==> src/hw/rtl/spq_pkg.sv <==
// Shared constants, codes and types for the sorted priority queue.
package spq_pkg;

  localparam int DEPTH  = 16;
  localparam int CNT_W  = $clog2(DEPTH + 1);
  localparam int CAP_W  = 5;
  localparam int OCC_W  = 5;
  localparam int VAL_W  = 32;
  localparam int PRI_W  = 16;
  localparam int STAT_W = 2;
  localparam int ADDR_W = 3;
  localparam int DATA_W = 32;

  localparam logic FUNC_ENQ = 1'b0;
  localparam logic FUNC_DEQ = 1'b1;

  localparam logic [STAT_W-1:0] ST_DONE  = 2'd0;
  localparam logic [STAT_W-1:0] ST_FULL  = 2'd1;
  localparam logic [STAT_W-1:0] ST_EMPTY = 2'd2;

  localparam logic REG_CAPACITY = 1'b0;
  localparam logic [CAP_W-1:0] CAP_RESET = 5'd16;

  typedef struct packed {
    logic exec;
  } spq_cmd_t;

endpackage

==> src/hw/rtl/spq_ctrl.sv <==
// Handshake controller: accepts beats and tracks the output register.
module spq_ctrl
  import spq_pkg::*;
(
  input  logic     clk,
  input  logic     rst_n,
  input  logic     in_tvalid,
  output logic     in_tready,
  output logic     out_tvalid,
  input  logic     out_tready,
  output spq_cmd_t cmd
);

  typedef enum logic {
    S_OUT_EMPTY,
    S_OUT_HOLD
  } state_t;

  state_t state_r;
  state_t state_nxt;

  assign in_tready  = (state_r == S_OUT_EMPTY) || out_tready;
  assign out_tvalid = (state_r == S_OUT_HOLD);
  assign cmd.exec   = in_tvalid && in_tready;

  always_comb begin
    state_nxt = state_r;
    case (state_r)
      S_OUT_EMPTY: begin
        if (cmd.exec) state_nxt = S_OUT_HOLD;
      end
      S_OUT_HOLD: begin
        if (cmd.exec) state_nxt = S_OUT_HOLD;
        else if (out_tready) state_nxt = S_OUT_EMPTY;
      end
      default: state_nxt = S_OUT_EMPTY;
    endcase
  end

  always_ff @(posedge clk) begin
    if (!rst_n) begin
      state_r <= S_OUT_EMPTY;
    end else begin
      state_r <= state_nxt;
    end
  end

endmodule

==> src/hw/rtl/spq_dp.sv <==
// Datapath: sorted shift-register entry cells, entry count and result register.
module spq_dp
  import spq_pkg::*;
(
  input  logic                    clk,
  input  logic                    rst_n,
  input  spq_cmd_t                cmd,
  input  logic [CAP_W-1:0]        capacity,
  input  logic                    func,
  input  logic signed [VAL_W-1:0] item_value,
  input  logic signed [PRI_W-1:0] item_priority,
  output logic [STAT_W-1:0]       status,
  output logic signed [VAL_W-1:0] out_value,
  output logic signed [PRI_W-1:0] out_priority,
  output logic [OCC_W-1:0]        occupancy
);

  logic signed [VAL_W-1:0] val_r   [DEPTH];
  logic signed [PRI_W-1:0] pri_r   [DEPTH];
  logic signed [VAL_W-1:0] val_nxt [DEPTH];
  logic signed [PRI_W-1:0] pri_nxt [DEPTH];
  logic [CNT_W-1:0]        count_r;
  logic [CNT_W-1:0]        count_nxt;
  logic [CNT_W-1:0]        cap_eff;
  logic [DEPTH-1:0]        ge;
  logic                    is_full;
  logic                    is_empty;

  logic [STAT_W-1:0]       status_r,   status_nxt;
  logic signed [VAL_W-1:0] value_r,    value_nxt;
  logic signed [PRI_W-1:0] priority_r, priority_nxt;
  logic [OCC_W-1:0]        occ_r;

  always_comb begin
    if (int'(capacity) > DEPTH) cap_eff = CNT_W'(DEPTH);
    else cap_eff = CNT_W'(capacity);
    is_full  = (count_r >= cap_eff);
    is_empty = (count_r == '0);

    for (int i = 0; i < DEPTH; i++) begin
      ge[i] = (CNT_W'(i) < count_r) && (pri_r[i] >= item_priority);
    end

    for (int i = 0; i < DEPTH; i++) begin
      val_nxt[i] = val_r[i];
      pri_nxt[i] = pri_r[i];
    end
    count_nxt    = count_r;
    status_nxt   = ST_DONE;
    value_nxt    = '0;
    priority_nxt = '0;

    if (func == FUNC_ENQ) begin
      if (is_full) begin
        status_nxt = ST_FULL;
      end else begin
        if (!ge[0]) begin
          val_nxt[0] = item_value;
          pri_nxt[0] = item_priority;
        end
        for (int i = 1; i < DEPTH; i++) begin
          if (!ge[i]) begin
            if (ge[i-1]) begin
              val_nxt[i] = item_value;
              pri_nxt[i] = item_priority;
            end else begin
              val_nxt[i] = val_r[i-1];
              pri_nxt[i] = pri_r[i-1];
            end
          end
        end
        count_nxt = count_r + CNT_W'(1);
      end
    end else begin
      if (is_empty) begin
        status_nxt = ST_EMPTY;
      end else begin
        value_nxt    = val_r[0];
        priority_nxt = pri_r[0];
        for (int i = 0; i < DEPTH - 1; i++) begin
          val_nxt[i] = val_r[i+1];
          pri_nxt[i] = pri_r[i+1];
        end
        count_nxt = count_r - CNT_W'(1);
      end
    end
  end

  always_ff @(posedge clk) begin
    if (cmd.exec) begin
      for (int i = 0; i < DEPTH; i++) begin
        val_r[i] <= val_nxt[i];
        pri_r[i] <= pri_nxt[i];
      end
      status_r   <= status_nxt;
      value_r    <= value_nxt;
      priority_r <= priority_nxt;
      occ_r      <= OCC_W'(count_nxt);
    end
  end

  always_ff @(posedge clk) begin
    if (!rst_n) begin
      count_r <= '0;
    end else if (cmd.exec) begin
      count_r <= count_nxt;
    end
  end

  assign status       = status_r;
  assign out_value    = value_r;
  assign out_priority = priority_r;
  assign occupancy    = occ_r;

endmodule

==> src/hw/rtl/sorted_priority_queue.sv <==
// Top level of the sorted priority queue: ports, capacity register and wiring.
//
// Channel  Direction  Beat contents
// in_      slave      tuser: func; tdata: item_value, item_priority
// out_     master     tuser: status; tdata: out_value, out_priority, occupancy
// cfg_     APB slave  capacity register at byte address 0
//
// One input beat is accepted per cycle; its result beat is offered the cycle after.
// The figure is set by the entry cells, which compare and shift combinationally.
// A new beat is taken while a result is held whenever that result leaves in the
// same cycle. Reset empties the queue at once, with no clearing pass.
module sorted_priority_queue
  import spq_pkg::*;
(
  input  logic              clk,
  input  logic              rst_n,
  input  logic              in_tvalid,
  output logic              in_tready,
  input  logic [47:0]       in_tdata,    // item_value[31:0], item_priority[47:32]
  input  logic [0:0]        in_tuser,    // func[0]
  output logic              out_tvalid,
  input  logic              out_tready,
  output logic [55:0]       out_tdata,   // out_value[31:0], out_priority[47:32],
                                         // occupancy[52:48], zero[55:53]
  output logic [1:0]        out_tuser,   // status[1:0]
  input  logic              cfg_psel,
  input  logic              cfg_penable,
  input  logic              cfg_pwrite,
  input  logic [ADDR_W-1:0] cfg_paddr,
  input  logic [DATA_W-1:0] cfg_pwdata,
  output logic [DATA_W-1:0] cfg_prdata,
  output logic              cfg_pready
);

  spq_cmd_t                cmd;
  logic [CAP_W-1:0]        capacity_r;
  logic [STAT_W-1:0]       status;
  logic signed [VAL_W-1:0] out_value;
  logic signed [PRI_W-1:0] out_priority;
  logic [OCC_W-1:0]        occupancy;

  assign cfg_pready = 1'b1;
  assign cfg_prdata = (cfg_paddr[2] == REG_CAPACITY) ? DATA_W'(capacity_r) : '0;

  always_ff @(posedge clk) begin
    if (!rst_n) begin
      capacity_r <= CAP_RESET;
    end else if (cfg_psel && cfg_penable && cfg_pwrite && cfg_pready &&
                 (cfg_paddr[2] == REG_CAPACITY)) begin
      capacity_r <= cfg_pwdata[CAP_W-1:0];
    end
  end

  spq_ctrl u_ctrl (
    .clk        (clk),
    .rst_n      (rst_n),
    .in_tvalid  (in_tvalid),
    .in_tready  (in_tready),
    .out_tvalid (out_tvalid),
    .out_tready (out_tready),
    .cmd        (cmd)
  );

  spq_dp u_dp (
    .clk           (clk),
    .rst_n         (rst_n),
    .cmd           (cmd),
    .capacity      (capacity_r),
    .func          (in_tuser[0]),
    .item_value    (in_tdata[31:0]),
    .item_priority (in_tdata[47:32]),
    .status        (status),
    .out_value     (out_value),
    .out_priority  (out_priority),
    .occupancy     (occupancy)
  );

  assign out_tdata = {3'b000, occupancy, out_priority, out_value};
  assign out_tuser = status;

endmodule

==> config.mk <==
export PLATFORM = sky130hd
export DESIGN_NAME = sorted_priority_queue
export DESIGN_NICKNAME = d
export VERILOG_FILES = /design/src/hw/rtl/spq_pkg.sv /design/src/hw/rtl/spq_ctrl.sv /design/src/hw/rtl/spq_dp.sv /design/src/hw/rtl/sorted_priority_queue.sv
export SDC_FILE = /design/constraint.sdc
export NUM_CORES = 2
export LEC_CHECK = 0
export ABC_CLOCK_PERIOD_IN_PS = 6950
export BUFFER_PORTS_ARGS = -buffer_cell sky130_fd_sc_hd__buf_4
export CAP_MARGIN = 20
export CELL_PAD_IN_SITES_DETAIL_PLACEMENT = 0
export CELL_PAD_IN_SITES_GLOBAL_PLACEMENT = 1
export CORE_MARGIN = 4
export CORE_UTILIZATION = 41
export CTS_CLUSTER_SIZE = 10
export DETAILED_ROUTE_END_ITERATION = 8
export PLACE_DENSITY = 0.73
export SYNTH_ARGS = -nofsm -noshare
export SYNTH_HDL_FRONTEND = slang
export SYNTH_SLANG_ARGS = --single-unit
==> constraint.sdc <==
create_clock -name clk -period 6.95 [get_ports clk]
set_clock_uncertainty 0.1 [all_clocks]
set_input_delay 0.3475 -clock clk [delete_from_list [all_inputs] [get_ports clk]]
set_output_delay 0.3475 -clock clk [all_outputs]
set_load 0.02 [all_outputs]
==> results_dict.tcl <==
set metrics [dict create \
    dr.pass1.iters 6 \
    ys.flop_type "edfxtp_1" \
    final_cell_mix "823 x edfxtp_1, 676 x nand2_1, 342 x mux2i_1, 331 x a221o_1, 274 x o21ai_0" \
    cp-end-kind "flip-flop" \
    nets 4557 \
    ir_worst_vdd_mv 0.183 \
    place_hpwl_mm 96.7 \
    max_stage_delay_ns 1.18 \
    fin_crit_sh_pct 70.1 \
    wl_per_cell_microns 28.0 \
    gp_congestion 0.871 \
    syn_avg_cell_area_sq_um 11.2 \
    holdCritPathClass "in -> reg" \
    power.density_nw_per_um2 284 \
    min_from "in_tdata[34]" \
    initial_core_util_pct 41.3 \
    route.detailed.drc 0 \
    min_path_cells 2 \
    row_count 124 \
    p_total_mw 15.0 \
    power_leakage_nw 20.7 \
    maxCapViolCount 0 \
    finalMaxSlewViolations 0 \
    htree_levels 3 \
    crit_type "in -> reg" \
    antenna_found_initial 6 \
    ios 184 \
    vias 36091 \
    finalCriticalPeriod_ns 4.87 \
    ys_top_cells_by_area "edfxtp_1 52%, mux2i_1 7.3%, a221o_1 7.0%, ha_1 7.0%, nand2_1 5.4%" \
    synth_top_area_share_pct 52.4 \
    portBuffers 123 \
    grt_max_degree 221 \
    worst_pin_slew_ns 1.38 \
    grt_pass1_wl_mm 235 \
    cp_max_fo 12 \
    wl_mm 161 \
    dp_cells 5560 \
    coreArea_sq_um 114000 \
    seq_area_frac_synth_pct 52.9 \
    yosys.area.top_type "edfxtp_1" \
    path_buf_inv 5 \
    reg2reg_depth 9 \
    detail-route-antenna-nets 0 \
    netlist_instances 4223 \
    root_buffer "clkbuf_16" \
    netlist_area_sq_um 47100 \
    drt_iter0_drc 3870 \
    rsz0062_at_grt "false" \
    track_usage_pct 25.7 \
    syn2layout_area_growth_pct 11.9 \
    outcome "completed" \
    fmax_mhz 205 \
    clkTransAtPathRegs_ns 0.06 \
    timing.slew.headroom_pct 8.06 \
    min_to "u_dp.pri_r[1][114]" \
    start_kind "primary input" \
    grt.overflow.total 0 \
    r2r_start "u_dp.count_r[0]" \
    path_delay_family "compound AO/OA/AOI/OAI gates" \
    worst_ep_required_time_ns 7.25 \
    yosys_warnings 0 \
    synthArstFlopShare_pct 0 \
    synth_cell_types 67 \
    die_w_microns 347 \
    ys_ff_latch 834 \
    die_area_sq_um 120000 \
    finish.utilization_pct 46.2 \
    arrival_ns 5.17 \
    vias_per_cell 6.27 \
    setup_viol 0 \
    cp_common_cell "buf_4" \
    reg2reg_to "u_dp.val_r[1][11]" \
    fin_cells 5757 \
    timing_hold_violations_final 0 \
    die_y_microns 347 \
    cts_tree "yes" \
    layout-drive-gt1-share_pct 8.53 \
    setup_tns_ns 0 \
    cts_buffer_depth 3 \
    cts.sinks 834 \
    crit_chain "dlygate4sd3_1 -> buf_4 -> inv_1 -> buf_4 -> ha_1 -> and4_1 -> nand4_1 -> a21oi_1 -> a211oi_1 -> a221oi_4 -> buf_4 -> mux2i_1 -> o21ai_0" \
    synth_edf_count 823 \
    nFillCells 10570 \
    numCtsBuffers 98 \
    critical_path.slowest_cell "a221oi_4" \
    final_common_cell "edfxtp_1" \
    reg2reg_slack_ns 2.33 \
    grt_pass1_vias 34676 \
    clock_latency_ns 0.69 \
]
-- routing by layer --
layer	GRT usage, %	vias to the layer above	part of all wire (%)
met1	34.6	18315	42
met3	3.75	299	6.9
li1	-	15905	-
met2	41.6	1572	47
met5	0	-	0
met4	11.0	0	4.6
-- state kept, by name (all words and copies together), names as in the netlist --
signal / cells
u_dp.pri_r: 256
u_dp.count_r: 5
u_dp.occupancy: 5
u_dp.status: 2
u_dp.val_r: 512
u_ctrl.out_tvalid: 1
capacity_r: 5
u_dp.out_priority: 16
u_dp.out_value: 32
-- through the flow --
step           setup slack, ns  hold WS [ns]  cell area (sq um)
2_1_floorplan            0.117         0.309              47200
3_3_place_gp              2.12         0.411              49400
3_5_place_dp              2.13         0.415              49400
4_1_cts                   2.25        0.0372              52700
5_1_grt                   2.06        0.0404              52700
6_report                  2.08        0.0610              52700
-- worst register-to-register path: cells and delay by family (launching register included) --
kind / cells / cell delay (ns)
simple gates: 2 / 0.92
fa+ha+maj: 1 / 0.31
compound gates: 4 / 1.35
buf+inv: 2 / 0.94
flops: 1 / 0.57
-- synthesized netlist by cell type, types with 14 or more instances --
cell type / count
edfxtp_1: 823
nand2_1: 677
mux2i_1: 344
a221o_1: 331
clkbuf_1: 304
o21ai_0: 274
ha_1: 264
nor2_1: 237
a21oi_1: 176
o21ai_1: 89
a21o_1: 84
and2_1: 84
buf_2: 55
a22o_1: 52
mux2_1: 48
inv_1: 45
buf_4: 39
nand4_1: 36
nor2b_1: 25
nand3_1: 23
a211oi_1: 19
nor3_1: 19
o211ai_1: 14
o21a_1: 14
-- cell type report --
| type | instances | area [sq um] | area share [%] |
|---|---|---|---|
| timing repair buffer | 260 | 2240 | 4.26 |
| tap | 1512 | 1890 | 3.59 |
| antenna | 1 | 2.50 | 0.00474 |
| sequential | 834 | 24900 | 47.3 |
| inverter | 45 | 170 | 0.323 |
| multi-input combinational | 2963 | 20700 | 39.2 |
| clock buffer | 126 | 2630 | 4.99 |
| clock inverter | 16 | 174 | 0.330 |
-- cells by family (layout without fill, tap and decap cells) --
logic type	after synthesis	count (layout)	synth area share, %
and+or+nand+nor	1150	1150	10.4
AOI/OAI and AO/OA	1124	1124	17.1
DFF	834	834	52.9
buffers and inverters	455	447	4.10
muxes	392	392	8.45
adders and majority gates	264	264	7.01
other	2	32	0.0159
xor gates and xnor gates	2	2	0.0372
-- worst max-delay path by stage --
stage                       from                  to  slack [ns]  cells past startpoint
finish              in_tdata[44]   u_dp.pri_r[1][36]        2.08                     13
global route        in_tdata[36]   u_dp.pri_r[1][98]        2.06                     12
CTS                 in_tdata[44]   u_dp.pri_r[1][36]        2.25                     13
detailed placement  in_tdata[36]  u_dp.val_r[1][222]        2.13                     11
global placement    in_tdata[44]   u_dp.pri_r[1][39]        2.12                     12
floorplan           in_tdata[47]   u_dp.pri_r[1][32]        0.12                     11
-- what timing repair did --
action / in CTS / in global routing
buffers inserted: 0 / 0
hold buffers: 54 / 0
hold endpoints to repair: 188 / 0
gates resized for setup: 0 / 0
-- where the power goes --
group	switching [mW]	leakage (nW)	internal, mW	total [mW]
logic	2.12	11.4	1.17	3.29
registers	0.459	7.97	6.47	6.93
clock network	2.14	1.35	2.63	4.77
Note: power is estimated with default switching activity, not from simulation.
